File: src/rtl/core/qath_pkg.sv
// Shared types, constants and tables for the quaternion inverse hyperbolic tangent unit.
// No dependencies; every other file in rtl/core refers to it by scoped names.
package qath_pkg;

    localparam int DATA_WIDTH    = 16;
    localparam int FRAC_BITS     = 12;
    localparam int CORDIC_STAGES = 16;
    localparam int LOG_FRAC      = 24;
    localparam int SQRT_STAGES   = 32;
    localparam int DIV_STAGES    = 17;

    // Angles in Q30 radians, ln 2 in Q30
    localparam logic [32:0] PI_Q30      = 33'd3373259426;
    localparam logic [32:0] PI_HALF_Q30 = 33'd1686629713;
    localparam logic [29:0] LN2_Q30     = 30'd744261118;

    // Saturation values
    localparam logic [15:0] SAT_MAX = 16'h7fff;
    localparam logic [15:0] SAT_MIN = 16'h8000;

    // Log2 cell state: mantissa Q1.30, integer part, fraction bits so far
    typedef struct packed {
        logic [30:0] m;
        logic [5:0]  e;
        logic [23:0] f;
    } log_t;

    // Square root cell state: remainder and partial root
    typedef struct packed {
        logic [63:0] v;
        logic [63:0] r;
    } sqrt_t;

    // CORDIC vectoring cell state
    typedef struct packed {
        logic signed [33:0] x;
        logic signed [33:0] y;
        logic signed [33:0] ang;
        logic               hold;
    } cordic_t;

    // Divider cell state for one vector lane
    typedef struct packed {
        logic [48:0] rem;
        logic [34:0] den;
        logic [16:0] q;
        logic        ovf;
    } div_t;

    // Per-item side information carried alongside the datapath
    typedef struct packed {
        logic [2:0][15:0] cabs;
        logic [2:0]       cneg;
        logic             a_pos;
        logic             pole;
        logic             bzero;
    } side_t;

    // atan(2^-i) in Q30 radians, rounded to nearest
    function automatic logic [29:0] atan_q30(input logic [3:0] i);
        logic [29:0] v;
        unique case (i)
            4'd0:  v = 30'd843314857;
            4'd1:  v = 30'd497837829;
            4'd2:  v = 30'd263043837;
            4'd3:  v = 30'd133525159;
            4'd4:  v = 30'd67021687;
            4'd5:  v = 30'd33543516;
            4'd6:  v = 30'd16775851;
            4'd7:  v = 30'd8388437;
            4'd8:  v = 30'd4194283;
            4'd9:  v = 30'd2097149;
            4'd10: v = 30'd1048576;
            4'd11: v = 30'd524288;
            4'd12: v = 30'd262144;
            4'd13: v = 30'd131072;
            4'd14: v = 30'd65536;
            default: v = 30'd32768;
        endcase
        return v;
    endfunction

endpackage

File: src/rtl/core/qath_cordic_cell.sv
// One CORDIC vectoring micro-rotation with its arctangent accumulation.
// Depends on qath_pkg (cordic_t, atan_q30).
module qath_cordic_cell #(
    parameter int STEP = 0
) (
    input  logic              clk,
    input  qath_pkg::cordic_t din,
    output qath_pkg::cordic_t dout
);

    logic signed [33:0] xin;
    logic signed [33:0] yin;
    logic signed [33:0] dx;
    logic signed [33:0] dy;
    logic signed [33:0] at;
    qath_pkg::cordic_t  stage_next;
    qath_pkg::cordic_t  stage_reg;

    // rotate towards the x axis; held items pass unchanged
    always_comb
    begin
        xin        = din.x;
        yin        = din.y;
        dx         = yin >>> STEP;
        dy         = xin >>> STEP;
        at         = $signed({4'b0, qath_pkg::atan_q30(4'(STEP))});
        stage_next = din;
        if (!din.hold)
        begin
            if (yin > 34'sd0)
            begin
                stage_next.x   = xin + dx;
                stage_next.y   = yin - dy;
                stage_next.ang = din.ang + at;
            end
            else
            begin
                stage_next.x   = xin - dx;
                stage_next.y   = yin + dy;
                stage_next.ang = din.ang - at;
            end
        end
    end

    always_ff @(posedge clk)
    begin
        stage_reg <= stage_next;
    end

    assign dout = stage_reg;

endmodule

File: config.mk
export PLATFORM = sky130hd
export DESIGN_NAME = qath_cordic_cell
export DESIGN_NICKNAME = d
export VERILOG_FILES = /design/src/rtl/core/qath_pkg.sv /design/src/rtl/core/qath_cordic_cell.sv
export SDC_FILE = /design/constraint.sdc
export NUM_CORES = 1
export LEC_CHECK = 0
export ABC_AREA = 1
export ABC_CLOCK_PERIOD_IN_PS = 6100
export BUFFER_PORTS_ARGS = -buffer_cell sky130_fd_sc_hd__buf_2
export CAP_MARGIN = 0
export CORE_MARGIN = 2
export CORE_UTILIZATION = 53
export CTS_CLUSTER_SIZE = 25
export DETAILED_ROUTE_END_ITERATION = 8
export PLACE_DENSITY_LB_ADDON = 0.2
export SYNTH_ARGS = -nofsm -noshare
export SYNTH_HDL_FRONTEND = slang
export SYNTH_SLANG_ARGS = --single-unit
export TNS_END_PERCENT = 5
File: constraint.sdc
create_clock -name clk -period 6.1 [get_ports clk]
set_clock_uncertainty 0.05 [all_clocks]
set_input_delay 1.83 -clock clk [delete_from_list [all_inputs] [get_ports clk]]
set_output_delay 1.83 -clock clk [all_outputs]
set_load 0.05 [all_outputs]
* Word level (Yosys, flattened, before mapping)
Index checks and enable logic that the tools add are counted.
Word-level totals: bits in registers 103, input port bits 104, output and inout port bits 103, word-level logic and storage cells 12
Cells by class: add/sub/neg operators 5, magnitude comparators 1, muxes and demuxes 2
Operator list (number):
- $mux 102 | 2
- $sub 34x34->34 | 2
- $add 34x31->34 const B | 1
- $add 34x34->34 | 1
- $gt 34x1->1 const B | 1
- $sub 34x31->34 const B | 1

* Depth between registers and ports, before layout
depth in word-level cells 3, mapped depth 24, depth with buffers taken out 22

* Least setup slack after synthesis
No wires, ideal clock.
kind in2reg, from input port din[36] (netlist bit), to register stage_reg (netlist bit dout[17]), setup time 0.113 ns, data arrival time 4.269 ns, required time 5.937 ns, path slack 1.668 ns, cell stages on the path 18, path buffers 2, cell sequence inv_1 > nand4_1 > nor3_1 > nand3_1 > nand2_2 > inv_2 > buf_6 > buf_2 > ha_1 > a21oi_1 > o21ai_2 > a21oi_1 > o21ai_2 > nand2_1 > nand2_1 > or2_2 > nand3_1 > nand2_1
RTL lines:
- start, declared | RTL line qath_cordic_cell.sv:7 | input qath_pkg::cordic_t din,
- end signal, assigned | RTL line qath_cordic_cell.sv:47 | stage_reg <= stage_next;
- end, declared | RTL line qath_cordic_cell.sv:17 | qath_pkg::cordic_t stage_reg;

==> out/results.ini <==
[status]
outcome = completed

[floorplan]
coreArea_sq_um = 23260
ios = 207
start_util_pct = 53.61
row_count = 56
dieWidth_microns = 157.4
die_height_microns = 157.4
dieArea_sq_um = 24770

[logic_synthesis]
ys_seq_area_share_pct = 16.53
synth_cell_types = 45
synth_top_area_cell = nand2_1
synth_edf_count = 0
synth_area_leaders = nand2_1, dfxtp_1, ha_1
async_reset_ff_share_pct = 0
ys_seq_elements = 103
synth_area_sq_um = 12470
synth.avg_cell_area_sq_um = 5.914
synth-main-ff-cell = dfxtp_1
syn_inst = 2109
ys_warn_count = 0
synth_top_area_share_pct = 19.74
syn-num-nets = 2348

[finish]
fillers = 2422
final_common_cell = nand2_1
final_cell_mix = nand2_1, inv_1, buf_2
insertedDiodeCount = 0
largest_reg_flops = 103
nets = 2504
area_growth_pct = 11.26
drive_gt1_share_pct = 13.39
fin_area_sq_um = 13880

[hold_path]
holdPathStages = 3
hp-start = din[31]
min_path_type = input pin to register

[route]
wire_per_inst_microns = 17.96
remaining_drc_errors = 0
via_count = 14630
drt_iter0_markers = 1401
ant_nets = 0
routed_via_density = 5.649
routed_wl_microns = 46490
firstDrtPassIters = 6

[timing]
min_period_ns = 5.199
setup_viol = 0
rsz0062_at_grt = no
slew_headroom_pct = 38.39
fin_setup_tns_ns = 0
period_share_pct = 85.23
fmax_ghz = 0.1923
drv_slew = 0
worst_pin_slew_ns = 0.9242
finalHoldViolCount = 0

[cts]
clock_path_buffers = 2
holdBufCountCts = 0
clk_pin_slew_worst_paths_ns = 0.08
post_cts_buffers = 0
cts.sinks = 103
cts_buffers = 9
htree_num_levels = 3
cts_resized = 0
clock-root-buffer = clkbuf_16
cts_tree = built

[worst_setup_path]
endpoint_kind = register
critPathLaunch = din[36]
path_max_fanout = 15
worst-setup-path-type = input pin to register
worstPathRequired_ns = 6.31
cp-start-kind = input pin
arrival_ns = 5.41

[power_and_ir_drop]
clkPwrFrac_pct = 22.2
p_int_uw = 1522
vdd_ir_drop_max_v = 0.0001467
p_comb_share_pct = 51.9
p_per_area_nw_per_um2 = 217.1
power_frac_seq_pct = 25.9
p_sw_share_pct = 49.50
p_leak_uw = 0.007373
p_sw_uw = 1491

[placed_design]
dpl-instance-area_sq_um = 13550
dpl.hpwl_microns = 37960
gp_congestion = 1.036
port_buffers = 206

[flow_run]
maxCapViolations = 0

[grt]
grt_pass1_wl_microns = 71040
grt_max_degree = 82
globalRouteOverflowTotal = 0
grt_pass1_vias = 13550
grt_use_total_pct = 36.99
antenna_found_initial = 0

critical path, stage by stage:
cell      delay, ns
buf_2          0.14
inv_1          0.20
nand4_1        0.20
nor3_1         0.59
nand3_1        0.17
nand2_2        0.18
inv_2          0.17
fa_1           0.46
o21ai_2        0.24
a21boi_1       0.13
o21bai_1       0.46
nand3_1        0.21
o211ai_1       0.16
nand2_1        0.09
nand3_1        0.08
nand2_1        0.07
area by class of cell:
class	instances	area (sq um)	area share, %
Multi-Input combinational cell	1696	9072	65.38
Clock buffer	9	225.2	1.623
Inverter	243	915.9	6.601
Sequential cell	103	2062	14.86
Timing Repair Buffer	212	1101	7.935
Clock inverter	7	100.1	0.7214
Tap cell	319	399.1	2.876
final timing paths:
kind / end
max: dout[27]$_DFF_P_
min: dout[31]$_DFF_P_
synthesized netlist by cell type, types with 19 or more instances:
cell,instances
a21oi_1,162
buf_4,24
dfxtp_1,103
ha_1,131
inv_1,230
nand2_1,656
nand3_1,176
nor2_1,195
nor3_1,24
o21ai_0,104
o21ai_1,19
xor2_1,39
power by group through the flow:
stage               clock network (uW)  registers, uW  logic [uW]
floorplan                            0           1110         809
global placement                     0            796        1510
detailed placement                   0            797        1530
CTS                                674            782        1530
global route                       690            790        1690
finish                             668            782        1560
per-stage QoR:
step	std cells	hold slack (ns)	setup WS [ns]	power (uW)	utilization, %
final	2589	1.631	0.9010	3013	59.65
after global routing	2589	1.638	0.6757	3172	59.65
after CTS	2589	1.629	0.9404	2989	59.65
after detailed placement	2573	2.008	0.5619	2324	58.25
after global placement	2573	1.999	0.7255	2310	58.25
after floorplan	2109	1.808	1.668	1921	-
cell families after synthesis:
group | after synthesis | share of synthesized area (%)
XOR/XNOR | 47 | 3.301
adder cells (fa/ha/maj) | 135 | 13.78
AND/OR/NAND/NOR | 1122 | 37.67
buffers and inverters | 310 | 10.72
flip-flops | 103 | 16.53
AO/OA/AOI/OAI | 392 | 17.99
routing by layer:
| metal | share of wire, % | track usage, % | wire (microns) |
|---|---|---|---|
| met5 | 0 | 0 | 0 |
| met4 | 3.8 | 13.90 | 1747 |
| met3 | 8.7 | 4.818 | 4059 |
| met2 | 45 | 61.97 | 20900 |
| met1 | 43 | 48.42 | 19790 |
No activity file was read; power rests on OpenSTA's default activity.
