### src/rtl/core/qath_pkg.sv
// Shared types, constants and tables for the quaternion inverse hyperbolic tangent unit.
// No dependencies; every other file in rtl/core refers to it by scoped names.
package qath_pkg;

    localparam int DATA_WIDTH    = 16;
    localparam int FRAC_BITS     = 12;
    localparam int CORDIC_STAGES = 16;
    localparam int LOG_FRAC      = 24;
    localparam int SQRT_STAGES   = 32;
    localparam int DIV_STAGES    = 17;

    // Angles in Q30 radians, ln 2 in Q30
    localparam logic [32:0] PI_Q30      = 33'd3373259426;
    localparam logic [32:0] PI_HALF_Q30 = 33'd1686629713;
    localparam logic [29:0] LN2_Q30     = 30'd744261118;

    // Saturation values
    localparam logic [15:0] SAT_MAX = 16'h7fff;
    localparam logic [15:0] SAT_MIN = 16'h8000;

    // Log2 cell state: mantissa Q1.30, integer part, fraction bits so far
    typedef struct packed {
        logic [30:0] m;
        logic [5:0]  e;
        logic [23:0] f;
    } log_t;

    // Square root cell state: remainder and partial root
    typedef struct packed {
        logic [63:0] v;
        logic [63:0] r;
    } sqrt_t;

    // CORDIC vectoring cell state
    typedef struct packed {
        logic signed [33:0] x;
        logic signed [33:0] y;
        logic signed [33:0] ang;
        logic               hold;
    } cordic_t;

    // Divider cell state for one vector lane
    typedef struct packed {
        logic [48:0] rem;
        logic [34:0] den;
        logic [16:0] q;
        logic        ovf;
    } div_t;

    // Per-item side information carried alongside the datapath
    typedef struct packed {
        logic [2:0][15:0] cabs;
        logic [2:0]       cneg;
        logic             a_pos;
        logic             pole;
        logic             bzero;
    } side_t;

    // atan(2^-i) in Q30 radians, rounded to nearest
    function automatic logic [29:0] atan_q30(input logic [3:0] i);
        logic [29:0] v;
        unique case (i)
            4'd0:  v = 30'd843314857;
            4'd1:  v = 30'd497837829;
            4'd2:  v = 30'd263043837;
            4'd3:  v = 30'd133525159;
            4'd4:  v = 30'd67021687;
            4'd5:  v = 30'd33543516;
            4'd6:  v = 30'd16775851;
            4'd7:  v = 30'd8388437;
            4'd8:  v = 30'd4194283;
            4'd9:  v = 30'd2097149;
            4'd10: v = 30'd1048576;
            4'd11: v = 30'd524288;
            4'd12: v = 30'd262144;
            4'd13: v = 30'd131072;
            4'd14: v = 30'd65536;
            default: v = 30'd32768;
        endcase
        return v;
    endfunction

endpackage

### src/rtl/core/qath_log_cell.sv
// One squaring step of the fractional log2: produces one fraction bit.
// Depends on qath_pkg (log_t).
module qath_log_cell #(
    parameter int BIT = 0
) (
    input  logic           clk,
    input  qath_pkg::log_t din,
    output qath_pkg::log_t dout
);

    logic [61:0]    sq;
    logic [31:0]    sq_hi;
    qath_pkg::log_t stage_next;
    qath_pkg::log_t stage_reg;

    // square the mantissa, renormalise into [1,2)
    always_comb
    begin
        sq         = 62'(din.m) * 62'(din.m);
        sq_hi      = sq[61:30];
        stage_next = din;
        if (sq_hi[31])
        begin
            stage_next.m      = sq_hi[31:1];
            stage_next.f[BIT] = 1'b1;
        end
        else
        begin
            stage_next.m = sq_hi[30:0];
        end
    end

    always_ff @(posedge clk)
    begin
        stage_reg <= stage_next;
    end

    assign dout = stage_reg;

endmodule

### config.mk
export PLATFORM = sky130hd
export DESIGN_NAME = qath_log_cell
export DESIGN_NICKNAME = d
export VERILOG_FILES = /design/src/rtl/core/qath_pkg.sv /design/src/rtl/core/qath_log_cell.sv
export SDC_FILE = /design/constraint.sdc
export NUM_CORES = 2
export LEC_CHECK = 0
export ABC_AREA = 1
export BUFFER_PORTS_ARGS = -buffer_cell sky130_fd_sc_hd__clkbuf_2
export CAP_MARGIN = 25
export CORE_MARGIN = 2
export CORE_UTILIZATION = 32
export CTS_CLUSTER_DIAMETER = 80
export DETAILED_ROUTE_END_ITERATION = 12
export SLEW_MARGIN = 20
export SYNTH_ARGS = -nofsm -noshare
export SYNTH_HDL_FRONTEND = slang
export SYNTH_SLANG_ARGS = --single-unit
### constraint.sdc
create_clock -name clk -period 9.2 [get_ports clk]
set_input_delay 0 -clock clk [delete_from_list [all_inputs] [get_ports clk]]
set_output_delay 0 -clock clk [all_outputs]
set_load 0.02 [all_outputs]
# == Word-level counts from Yosys, hierarchy flattened ==
# Index checks and enable logic that the tools add are counted.
# classes
n_mul,1
mux,1
# op_table
operator,count
31-bit by 31-bit multiplier with 62-bit output,1
30-bit two-way mux,1
# word_totals
register_bits,61
in_bits,62

# == Depth between registers and ports, before layout ==
# depth
depth_word,2
depth_mapped,34
depth_no_buf,31

# == Worst setup path before layout ==
# Ideal clock, no wire load.
# synth_path
kind,input-to-reg
startpoint,in din[55] in the netlist's numbering
endpoint,reg stage_reg (netlist bit dout[35])
arrival_time_ps,6278
required_ps,9088
slack_ps,2810
stages,29
n_path_buf,3
cell_sequence,clkbuf_1 buf_1 nand2_1 fa_1 fa_1 inv_1 fa_1 inv_1 fa_1 inv_1 fa_1 fa_1 fa_1 inv_1 fa_1 inv_1 ha_1 nand2_1 nor2_4 inv_2 nor3_4 nand2_2 nor2_2 nand2_2 nand3_1 nand2_4 buf_6 nand2_1 nand2_1
# synth_lines
element,line_no,text
"start, declared",qath_log_cell.sv:7,"input qath_pkg::log_t din,"
"end signal, assigned",qath_log_cell.sv:35,stage_reg <= stage_next;
"end, declared",qath_log_cell.sv:14,qath_pkg::log_t stage_reg;

# == Final worst setup path ==
# layout_path
startpoint,in din[46] in the netlist's numbering
endpoint,reg stage_reg (netlist bit dout[0])
# layout_via
elab_chain_cells,1
# layout_lines
element,line_no,text
31-bit by 31-bit multiplier with 62-bit output,qath_log_cell.sv:19,sq = 62'(din.m) * 62'(din.m);
# No other way between the ends.
# A chain may end at the register's enable or synchronous reset.

==> impl_metrics.tcl <==
set metrics [dict create \
    hpwlAfterDp_mm 69.8 \
    place_congestion 0.928 \
    routed_length_on_met2_mm 41.9 \
    syn-num-nets 4997 \
    drt-wirelength-per-cell_um 15.5 \
    layout.nets 5074 \
    start_util 0.324 \
    placeableCoreArea_sq_um 95300 \
    antenna_found_initial 0 \
    clk_pin_slew_worst_paths_ns 0.05 \
    sort_of_element_at_the_start_of_the_critical_path "input pin" \
    synth_cell_types 37 \
    die_width_um 314 \
    vias_per_cell 4.39 \
    largest_register_ffs 61 \
    num_cts_buffers 9 \
    ctsLongestPathBuffers 2 \
    totalNegativeSetupSlack_ns 0 \
    count_of_synthesis_stage_warnings_from_yosys 0 \
    n_fill_cell 10100 \
    seq_area_frac_synth 0.0396 \
    postSynthCellCount 3919 \
    arrival_ns 7.50 \
    area_of_combinational_cells_with_multiple_inputs_sq_um 24200 \
    run_status "completed" \
    min-delay-path-class "input pin to flop" \
    portbufs 122 \
    min_period_over_period 0.792 \
    synth.avg_cell_area_sq_um 7.87 \
    grt_start_max_net_pins 33 \
    detail_route.drc_violations 0 \
    crit_path_max_fanout 31 \
    clockRootBuffer "clkbuf_16" \
    cts_setup_buffers 0 \
    setup_viol_count_final 0 \
    grt_pass1_wl_mm 136 \
    most_used_cells_in_the_layout_excluding_fill_and_tap_cells "inv_1, nand2_1, fa_1" \
    wl_met1_mm 33.8 \
    final_period_minus_worst_setup_slack_ns 7.29 \
    globalRouteTotalUtil 0.175 \
    drt_iter0_drc 1441 \
    timing.setup.critical_path_class "input pin to flop" \
    floorplan.io_pins 123 \
    cts_htree_levels 3 \
    timing.max_slew.rel_slack 0.276 \
    worst_slew_pin_slew_ns 1.09 \
    final_hold_viol_count 0 \
    synthToLayoutAreaGrowth_pct 8.05 \
    post_synth_instance_area_sq_um 30800 \
    detailed_routed_wire_length_on_met3_mm 3.94 \
    chipHeight_um 314 \
    slew_violations 0 \
    post_route_cells_drive_above_1_share 0.0463 \
    final_common_cell "inv_1" \
    timing.max_cap.violations 0 \
    fin_hold_ws_ns 0.310 \
    topRoutingLayerUsed "met4" \
    seqCellArea_sq_um 1220 \
    clock_sinks 61 \
    grt_pass1_vias 25600 \
    cts_tree "yes" \
    clock.fmax_mhz 137 \
    die_area_sq_um 98900 \
    dr_total_vias 23100 \
    num_antenna_cells 0 \
    required_ns 9.41 \
    grt_setup_unrepaired "false" \
    antenna_violating_nets_post_route 0 \
    postSynthRegisterBits 61 \
    floorplan.rows 113 \
    drt_pass1_iterations 5 \
    wl_mm 81.8 \
    grt_overflow_total 0 \
    end_kind "flop" \
]
## critical path: stages
cell and delay (ns):
clkbuf_2 0.76, nand2_1 0.25, fa_1 0.60, inv_1 0.06, fa_1 0.52, inv_1 0.05
fa_1 0.51, fa_1 0.57, inv_1 0.07, fa_1 0.55, fa_1 0.42, fa_1 0.52
fa_1 0.47, ha_1 0.36, nand2_1 0.11, nor2_1 0.20, nand2_1 0.12, nor2_1 0.23
nand2_1 0.08, nand2_1 0.12, nand2_2 0.10, nand3_1 0.11, nand2_2 0.33, or2_1 0.33
## per-layer routing
metal,track usage,vias to the layer above
met1,0.221,11400
li1,-,11000
met2,0.321,569
met5,0,-
met3,0.0155,108
met4,0.0444,0
## cells by family (layout without fill, tap and decap cells)
| group | Yosys count | count (layout) | synth area share |
|---|---|---|---|
| AOI/OAI and AO/OA | 89 | 89 | 0.0161 |
| DFF | 61 | 61 | 0.0396 |
| and+or+nand+nor | 1280 | 1280 | 0.164 |
| buffers and inverters | 1442 | 1523 | 0.177 |
| xor gates and xnor gates | 31 | 31 | 0.00881 |
| adders and majority gates | 1016 | 1016 | 0.594 |
## metrics by stage
| step | utilization | setup WS (ns) | cell area (sq um) | cells |
|---|---|---|---|---|
| floorplan | - | 2.81 | 30800 | 3919 |
| global placement | 0.343 | 1.62 | 32700 | 5220 |
| detailed placement | 0.343 | 1.57 | 32700 | 5220 |
| CTS | 0.350 | 1.90 | 33300 | 5265 |
| global route | 0.350 | 1.54 | 33300 | 5265 |
| finish | 0.350 | 1.91 | 33300 | 5265 |
## synthesized netlist by cell type
library cell | instances | area share
buf_1 | 13 | 0.0016
xor2_1 | 21 | 0.0060
nor2_2 | 4 | 0.00081
nor3_1 | 9 | 0.0015
ha_1 | 269 | 0.11
xnor2_1 | 10 | 0.0028
a31o_2 | 2 | 0.00057
dfxtp_1 | 61 | 0.040
a21boi_1 | 1 | 0.00024
a21o_1 | 2 | 0.00049
nand2_1 | 1049 | 0.13
fa_1 | 747 | 0.48
nor3_4 | 1 | 0.00053
o21bai_1 | 12 | 0.0029
nand4_1 | 16 | 0.0032
a21oi_1 | 55 | 0.0089
and3_1 | 2 | 0.00041
inv_2 | 5 | 0.00061
nor4_1 | 4 | 0.00081
nor2_1 | 101 | 0.012
nor2_4 | 2 | 0.00073
and2_0 | 1 | 0.00020
o21ai_0 | 14 | 0.0023
clkbuf_1 | 81 | 0.0099
or2_2 | 4 | 0.00081
o21ai_1 | 1 | 0.00016
nand2_4 | 1 | 0.00037
nor3_2 | 1 | 0.00032
buf_2 | 1 | 0.00016
nand3b_1 | 4 | 0.00097
inv_1 | 1336 | 0.16
nand3_1 | 68 | 0.011
nand2_2 | 12 | 0.0024
a21oi_2 | 1 | 0.00028
buf_6 | 6 | 0.0022
a31oi_1 | 1 | 0.00020
or2_1 | 1 | 0.00020
## area by class of cell
| class | count | share of cell area |
|---|---|---|
| clock buffer | 11 | 0.00759 |
| clock inverter | 4 | 0.00143 |
| inverter | 1341 | 0.151 |
| multi-input combinational | 2416 | 0.725 |
| sequential | 61 | 0.0367 |
| tap | 1265 | 0.0475 |
| timing repair buffer | 167 | 0.0307 |
## worst paths after layout
path,start,end,depth (start not counted)
worst max-delay path,din[46],dout[0],24
worst min-delay path,din[14],dout[14],2
## repair_timing
| action | in CTS | in global routing |
|---|---|---|
| hold endpoints to repair | 30 | 0 |
| setup endpoints to repair | 0 | 0 |
| hold buffers | 30 | 0 |
| resized for setup | 0 | 0 |
Power is not shown: default switching activity piles up to over one toggle a cycle in this logic, so the estimate is an artifact.
