$ cat config.mk
export PLATFORM = sky130hd
export DESIGN_NAME = qath_sqrt_cell
export DESIGN_NICKNAME = d
export VERILOG_FILES = /design/src/rtl/core/qath_pkg.sv /design/src/rtl/core/qath_sqrt_cell.sv
export SDC_FILE = /design/constraint.sdc
export NUM_CORES = 1
export LEC_CHECK = 0
export BUFFER_PORTS_ARGS = -buffer_cell sky130_fd_sc_hd__buf_4
export CAP_MARGIN = 40
export CORE_ASPECT_RATIO = 1.5
export CORE_MARGIN = 4
export CORE_UTILIZATION = 55
export DETAILED_ROUTE_END_ITERATION = 7
export PLACE_DENSITY = 0.87
export SETUP_SLACK_MARGIN = 0.5
export SLEW_MARGIN = 5
export SYNTH_ARGS = -nofsm -noshare
export SYNTH_HDL_FRONTEND = slang
export SYNTH_SLANG_ARGS = --single-unit
$ cat constraint.sdc
create_clock -name clk -period 9.9 [get_ports clk]
set_input_delay 1.485 -clock clk [delete_from_list [all_inputs] [get_ports clk]]
set_output_delay 1.485 -clock clk [all_outputs]
set_load 0.05 [all_outputs]
$ cat src/rtl/core/qath_pkg.sv
// Shared types, constants and tables for the quaternion inverse hyperbolic tangent unit.
// No dependencies; every other file in rtl/core refers to it by scoped names.
package qath_pkg;

    localparam int DATA_WIDTH    = 16;
    localparam int FRAC_BITS     = 12;
    localparam int CORDIC_STAGES = 16;
    localparam int LOG_FRAC      = 24;
    localparam int SQRT_STAGES   = 32;
    localparam int DIV_STAGES    = 17;

    // Angles in Q30 radians, ln 2 in Q30
    localparam logic [32:0] PI_Q30      = 33'd3373259426;
    localparam logic [32:0] PI_HALF_Q30 = 33'd1686629713;
    localparam logic [29:0] LN2_Q30     = 30'd744261118;

    // Saturation values
    localparam logic [15:0] SAT_MAX = 16'h7fff;
    localparam logic [15:0] SAT_MIN = 16'h8000;

    // Log2 cell state: mantissa Q1.30, integer part, fraction bits so far
    typedef struct packed {
        logic [30:0] m;
        logic [5:0]  e;
        logic [23:0] f;
    } log_t;

    // Square root cell state: remainder and partial root
    typedef struct packed {
        logic [63:0] v;
        logic [63:0] r;
    } sqrt_t;

    // CORDIC vectoring cell state
    typedef struct packed {
        logic signed [33:0] x;
        logic signed [33:0] y;
        logic signed [33:0] ang;
        logic               hold;
    } cordic_t;

    // Divider cell state for one vector lane
    typedef struct packed {
        logic [48:0] rem;
        logic [34:0] den;
        logic [16:0] q;
        logic        ovf;
    } div_t;

    // Per-item side information carried alongside the datapath
    typedef struct packed {
        logic [2:0][15:0] cabs;
        logic [2:0]       cneg;
        logic             a_pos;
        logic             pole;
        logic             bzero;
    } side_t;

    // atan(2^-i) in Q30 radians, rounded to nearest
    function automatic logic [29:0] atan_q30(input logic [3:0] i);
        logic [29:0] v;
        unique case (i)
            4'd0:  v = 30'd843314857;
            4'd1:  v = 30'd497837829;
            4'd2:  v = 30'd263043837;
            4'd3:  v = 30'd133525159;
            4'd4:  v = 30'd67021687;
            4'd5:  v = 30'd33543516;
            4'd6:  v = 30'd16775851;
            4'd7:  v = 30'd8388437;
            4'd8:  v = 30'd4194283;
            4'd9:  v = 30'd2097149;
            4'd10: v = 30'd1048576;
            4'd11: v = 30'd524288;
            4'd12: v = 30'd262144;
            4'd13: v = 30'd131072;
            4'd14: v = 30'd65536;
            default: v = 30'd32768;
        endcase
        return v;
    endfunction

endpackage

$ cat src/rtl/core/qath_sqrt_cell.sv
// One digit step of the integer square root (one root bit per cell).
// Depends on qath_pkg (sqrt_t).
module qath_sqrt_cell #(
    parameter int STEP = 0
) (
    input  logic            clk,
    input  qath_pkg::sqrt_t din,
    output qath_pkg::sqrt_t dout
);

    localparam logic [63:0] BIT_VAL = 64'd1 << (62 - 2 * STEP);

    logic [63:0]     trial;
    qath_pkg::sqrt_t stage_next;
    qath_pkg::sqrt_t stage_reg;

    // trial subtract of root plus current bit
    always_comb
    begin
        trial = din.r + BIT_VAL;
        if (din.v >= trial)
        begin
            stage_next.v = din.v - trial;
            stage_next.r = (din.r >> 1) + BIT_VAL;
        end
        else
        begin
            stage_next.v = din.v;
            stage_next.r = din.r >> 1;
        end
    end

    always_ff @(posedge clk)
    begin
        stage_reg <= stage_next;
    end

    assign dout = stage_reg;

endmodule

---- Word-level counts from Yosys, hierarchy flattened ----
Index checks and enable logic that the tools add are counted.
word-level totals
  register bits after elaboration ......... 128
  output and inout bits ................... 128
  logic and storage cells ................. 8
operators by class
  add/sub/neg operators ................... 3
  $lt $le $gt $ge ......................... 1
  mux-type cells .......................... 1
operators with widths
  cell                    number
  $mux 128                1
  $add 63x63->64 const B  1
  $add 64x63->64 const B  1
  $ge 64x64->1            1
  $sub 64x64->64          1

---- Longest topological paths before layout ----
Gate-level depths: netlist (run 1).
  depth in word-level cells ............... 3
  depth in mapped cells ................... 14

---- Least setup slack after synthesis (run 1) ----
Ideal clock, no wire load.
  kind .................................... input port to flip-flop
  from .................................... input din[16] in the netlist's numbering
  to ...................................... register stage_reg, in the netlist dout[124]
  library setup time ...................... 0.118 ns
  arrival ................................. 4.091 ns
  required time ........................... 9.782 ns
  setup slack ............................. 5.691 ns
  stages .................................. 12
  cells stage by stage .................... inv_1 ha_1 and2_1 nand3_1 or3_1 a41o_1 nor3_2 o21ai_1 o41ai_4 or4b_1 a21oi_1 nor3_1
RTL lines
  element               line                  text
  from (decl)           qath_sqrt_cell.sv:7   input qath_pkg::sqrt_t din,
  to (signal assigned)  qath_sqrt_cell.sv:35  stage_reg <= stage_next;
  to (decl)             qath_sqrt_cell.sv:15  qath_pkg::sqrt_t stage_reg;

==> results.toml, run 1 <==
[run_status]
status = "finished, final reports clean"

[layout]
final_util = 0.762
area_growth_pct = 35.3
drive_gt1_frac = 0.271
finalInstanceArea_sq_um = 9920
final_cell_mix = "258 x buf_4, 128 x dfxtp_1, 111 x a21oi_1"
largest_reg_flops = 128
fillCellCount = 947
antennaDiodeCount = 0
layout.nets = 1320
final_common_cell = "buf_4"

[timing]
layout_min_cycle_time_ps = 4760
hold_slack_ps = 1170
tns_ps = 0
finalHoldViolCount = 0
maxSlewViolCount = 0
rsz0062_at_grt = "false"
worstMarginPinSlew_ps = 790
slew_headroom = 0.466
setup_violations = 0
fin_crit_sh = 0.481
fmax_mhz = 210

[logic_synthesis]
synth_top_cell_area_share = 0.350
yosys-top-cells-area = "dfxtp_1 35%, ha_1 11%, a21oi_1 7.6%"
syn_area_sq_um = 7330
synthCells = 885
yosysWarnings = 0
async_flop_share = 0
synth_seq_cells = 128
ys_seq_area_frac = 0.350
synth_area_leader_cell = "dfxtp_1"
synth.net_count = 1079
synth_edf_count = 0
ys_types = 58
synth_ff_type = "dfxtp_1"
avgSynthCellArea_sq_um = 8.28

[placed_design]
gp_congestion = 0.991
portBuffers = 256
hpwlAfterDp_mm = 17.3
dpl_cell_area_sq_um = 9340

[grt]
antenna_found_initial = 0
grt_pass1_wl_mm = 34.4
grt_max_degree = 69
overflow = 0
grt_usage = 0.284
grt_pass1_vias = 7449

[floorplanning]
chipHeight_um = 149
dieArea_sq_um = 15300
fp.dieW_um = 102
rows = 51
start_util = 0.563
pin_count = 257
core_area_sq_um = 13000

[pwr]
max-vdd-ir-drop_mv = 0.131
p_per_area_nw_per_um2 = 200
p_leak_nw = 4.98
p_total_mw = 1.98

[setup_path]
required_ps = 10210
start_kind = "primary input"
startpoint = "din[16]"
cp_data_arrival_time_ps = 5070
crit_type = "in2reg"
path_max_fanout = 68
end_kind = "register"

[detailed_routing]
drc = 0
drt_iter0_markers = 346
route.vias.total = 7423
wl_per_cell_um = 17.4
first_pass_iters = 5
drtAntennaViolNets = 0
vias_per_cell = 5.73
routed_wl_mm = 22.5

[clocking]
path_clk_slew_ps = 60
clock-sinks = 128
cts_setup_buffers = 0
numCtsBuffers = 17
ctsHoldBuffers = 0
cts_resized = 0
cts_buffer_depth = 2
h-tree-depth = 4
cts_tree = "built"
cts_root_buffer = "clkbuf_16"

[worst_hold_path]
hold_class = "in2reg"
hp-start = "din[17]"

[job]
maxCapViolations = 0
cells in the mapped netlist, types with 3 or more instances:
| cell type | n |
|---|---|
| a211oi_1 | 4 |
| a21boi_0 | 5 |
| a21o_1 | 49 |
| a21oi_1 | 111 |
| a31oi_1 | 7 |
| a41oi_1 | 5 |
| and2_1 | 10 |
| and3_1 | 13 |
| and4_1 | 3 |
| buf_2 | 11 |
| clkbuf_1 | 25 |
| dfxtp_1 | 128 |
| ha_1 | 64 |
| inv_1 | 78 |
| mux2_1 | 4 |
| mux2_2 | 10 |
| nand2_1 | 52 |
| nand2b_1 | 3 |
| nand3_1 | 14 |
| nand4_1 | 18 |
| nor2_1 | 82 |
| nor2b_1 | 10 |
| nor3_1 | 11 |
| o211ai_1 | 7 |
| o21a_1 | 7 |
| o21ai_0 | 40 |
| o21ai_1 | 3 |
| o21bai_1 | 11 |
| o31a_1 | 5 |
| or2_2 | 4 |
| or3_1 | 4 |
| xnor2_1 | 36 |
| xor2_1 | 20 |
worst max-delay path, cell delays in order:
cell and delay, ps:
buf_4 80, inv_1 40, ha_1 390, and2_1 180, nand3_1 150, or3_1 410, a41o_1 290, nor3_2 190
o21ai_1 130, o41ai_4 310, buf_4 410, buf_16 290, or4b_1 470, a21oi_1 130, nor3_1 70
through the flow:
stage / cells / setup WS, ps
2_1_floorplan: 885 / 5690
3_3_place_gp: 1265 / 4740
3_5_place_dp: 1266 / 4780
4_1_cts: 1296 / 5190
5_1_grt: 1296 / 4930
6_report: 1296 / 5140
per-layer routing:
metal  vias to the layer above  wire length [um]  global-route usage
met3                        91              1640              0.0599
met5                         -                 0                   0
met2                       332             12300               0.543
li1                       3583                 -                   -
met1                      3417              7540               0.277
met4                         0              1010               0.144
worst paths after layout:
path  cells past startpoint        end
max                      15  dout[124]
min                       1   dout[16]
power by group:
part	leakage [nW]	internal, mW	switching (mW)
logic	3.62	0.262	0.495
registers	1.08	0.584	0.0194
clock network	0.284	0.386	0.237
cells by family after synthesis:
family,count (synthesis),synth area share
buffers and inverters,115,0.0610
and+or+nand+nor,234,0.155
xor gates and xnor gates,56,0.0669
AOI/OAI and AO/OA,272,0.233
muxes,15,0.0229
adders and majority gates,65,0.112
DFF,128,0.350
final cells by class:
class / count / area (sq um) / share of cell area
Inverter: 78 / 293 / 0.0295
Timing Repair Buffer: 259 / 1960 / 0.198
Multi-Input combinational cell: 642 / 4320 / 0.436
Clock inverter: 10 / 113 / 0.0114
Sequential cell: 128 / 2560 / 0.258
Tap cell: 159 / 199 / 0.0201
Clock buffer: 20 / 467 / 0.0471
(Power assumes the default switching activity.)
==> run 2, diff against run 1 <==
Settings changed: ABC_AREA from default to 1, CORE_UTILIZATION 55 to 54, PLACE_DENSITY 0.87 to 0.82.
Clock period 9.9 ns to 4.75 ns, I/O delays scaled along.
==> run 2 against run 1 <==
  * Final area grew 25%
  * Die area grew 32%
  * Routed wire length grew 64%
  * First-iteration DRC count grew to 2.9 times the previous value
  * Count of clock-buffer cells in the layout is the same
  * Critical path depth grew 3
  * Power grew 130%
  * Via count grew 51%
  * Global-route usage grew 7.2 points
  * Synthesized cell count grew 93%
  * Worst setup slack lost 3700 ps
  * Utilization shrank 5.3 points
  * Largest cell class unchanged
==> results.toml, run 2 <==
[run_status]
status = "finished, final reports clean"

[logic_synthesis]
ys_types = 29
async_flop_share = 0
synth.net_count = 1906
yosys-top-cells-area = "nand2_1 30%, dfxtp_1 26%, inv_1 16%"
yosysWarnings = 0
synth_most_common_cell = "nand2_1"
synth_ff_type = "dfxtp_1"
synthTopCellsByCount = "762 x nand2_1, 401 x inv_1, 128 x dfxtp_1"
synth_edf_count = 0
ys_seq_area_frac = 0.265
synth_area_leader_cell = "nand2_1"
avgSynthCellArea_sq_um = 5.65
synth_seq_cells = 128
syn_area_sq_um = 9680
synth_top_cell_area_share = 0.296
synthCells = 1712

[detailed_routing]
route.vias.total = 11216
routed_wl_mm = 36.8
first_pass_iters = 7
vias_per_cell = 5.10
drc = 0
drtAntennaViolNets = 0
drt_iter0_markers = 998
wl_per_cell_um = 16.7

[clocking]
cts_root_buffer = "clkbuf_16"
cts_buffer_depth = 2
numCtsBuffers = 17
ctsHoldBuffers = 0
clock-sinks = 128
path_clk_slew_ps = 60
cts_tree = "built"
cts_setup_buffers = 0
h-tree-depth = 4
cts_resized = 0

[pwr]
max-vdd-ir-drop_mv = 0.244
p_total_mw = 4.56
p_leak_nw = 7.83
p_per_area_nw_per_um2 = 367

[layout]
antennaDiodeCount = 0
final_common_cell = "nand2_1"
layout.nets = 2169
area_growth_pct = 28.2
largest_reg_flops = 128
finalInstanceArea_sq_um = 12400
fin_cells = 2201
drive_gt1_frac = 0.163
final_cell_mix = "762 x nand2_1, 401 x inv_1, 257 x buf_4"

[worst_hold_path]
hp-start = "din[44]"
hold_path_depth = 1
hold_class = "in2reg"
min_to = "dout[43]"

[timing]
fin_crit_sh = 0.695
maxSlewViolCount = 0
setup_violations = 0
tns_ps = 0
layout_min_cycle_time_ps = 3300
finalHoldViolCount = 0
rsz0062_at_grt = "false"
worstMarginPinSlew_ps = 734
hold_slack_ps = 386
fmax_mhz = 303
slew_headroom = 0.511

[floorplanning]
fp.dieW_um = 117
rows = 59
core_area_sq_um = 17500
start_util = 0.553
dieArea_sq_um = 20200
chipHeight_um = 172
pin_count = 257

[placed_design]
dpl_cell_area_sq_um = 11800
gp_congestion = 1.00
portBuffers = 256
post-place-cells = 2169
hpwlAfterDp_mm = 30.4

[grt]
grt_pass1_wl_mm = 55.7
grt_max_degree = 65
overflow = 0
grt_usage = 0.356
grt_pass1_vias = 10985
antenna_found_initial = 0

[setup_path]
cp_common_cell = "nand2_2"
startpoint = "din[64]"
cp_slowest_stage_delay_ps = 450
path_max_fanout = 40
crit_chain = "buf_4 > inv_1 > ha_1 > fa_1 > inv_1 > nand3_1 > nand2_4 > nand2_2 > nand2_2 > nand2_1 > nand2_2 > nand2_2 > nand3_2 > nand2_2 > nand2_4 > buf_4 > nand3_1 > nand2_1"
crit_type = "in2reg"
required_ps = 5120
slowest_stage = "buf_4"
cp_data_arrival_time_ps = 3670
start_kind = "primary input"
end_kind = "register"

[job]
maxCapViolations = 0
run 2: cell types whose count changed after synthesis, sizes merged, moves of 26 or more:
cell,before,now
a21o,49,0
a21oi,111,44
clkbuf,26,0
inv,78,407
nand2,52,770
nand3,14,90
nor2,82,119
o21ai,43,8
xnor2,36,2
run 2: worst max-delay path, delay by kind of cell:
kind | cells | cell delay, ps
AND/OR/NAND/NOR | 12 | 1570
buffers and inverters | 4 | 670
adder cells (fa/ha/maj) | 2 | 650
run 2: report_power, final:
group / total, mW / internal [mW] / switching (mW)
Clock: 1.45 / 0.909 / 0.540
Sequential: 1.27 / 1.22 / 0.0450
Combinational: 1.84 / 0.541 / 1.30
run 2: cells by family (layout without fill, tap and decap cells):
kind of cell,after synthesis,after routing,synth area share
xor gates and xnor gates,32,32,0.0290
DFF,128,128,0.265
adders and majority gates,65,65,0.0848
AOI/OAI and AO/OA,52,52,0.0273
and+or+nand+nor,1015,1015,0.426
buffers and inverters,420,696,0.169
run 2: cell type report:
cell class | count | area (sq um)
clock inverter | 12 | 180
tap | 213 | 267
fill | 1559 | 5090
multi-input combinational | 1164 | 5480
inverter | 407 | 1530
clock buffer | 20 | 457
sequential | 128 | 2560
timing repair buffer | 257 | 1930
run 2: how the worst max path moves through the flow:
stage / end / slack (ps) / cells past startpoint
final: dout[102] / 1450 / 18
after global routing: dout[102] / 1320 / 18
after CTS: dout[102] / 1530 / 18
after detailed placement: dout[102] / 1140 / 17
after global placement: dout[102] / 1250 / 17
after floorplan: dout[108] / 2210 / 18
run 2: stage by stage:
step | util | setup slack [ps]
6_report | 0.709 | 1450
5_1_grt | 0.709 | 1320
4_1_cts | 0.709 | 1530
3_5_place_dp | 0.673 | 1140
3_3_place_gp | 0.673 | 1250
2_1_floorplan | - | 2210
run 2: per-layer routing:
layer | global-route usage | vias to the layer above | routed length (um)
met5 | 0 | - | 0
met4 | 0.264 | 0 | 2970
met3 | 0.0632 | 173 | 2230
met2 | 0.697 | 569 | 19600
met1 | 0.330 | 4919 | 12000
li1 | - | 5555 | -
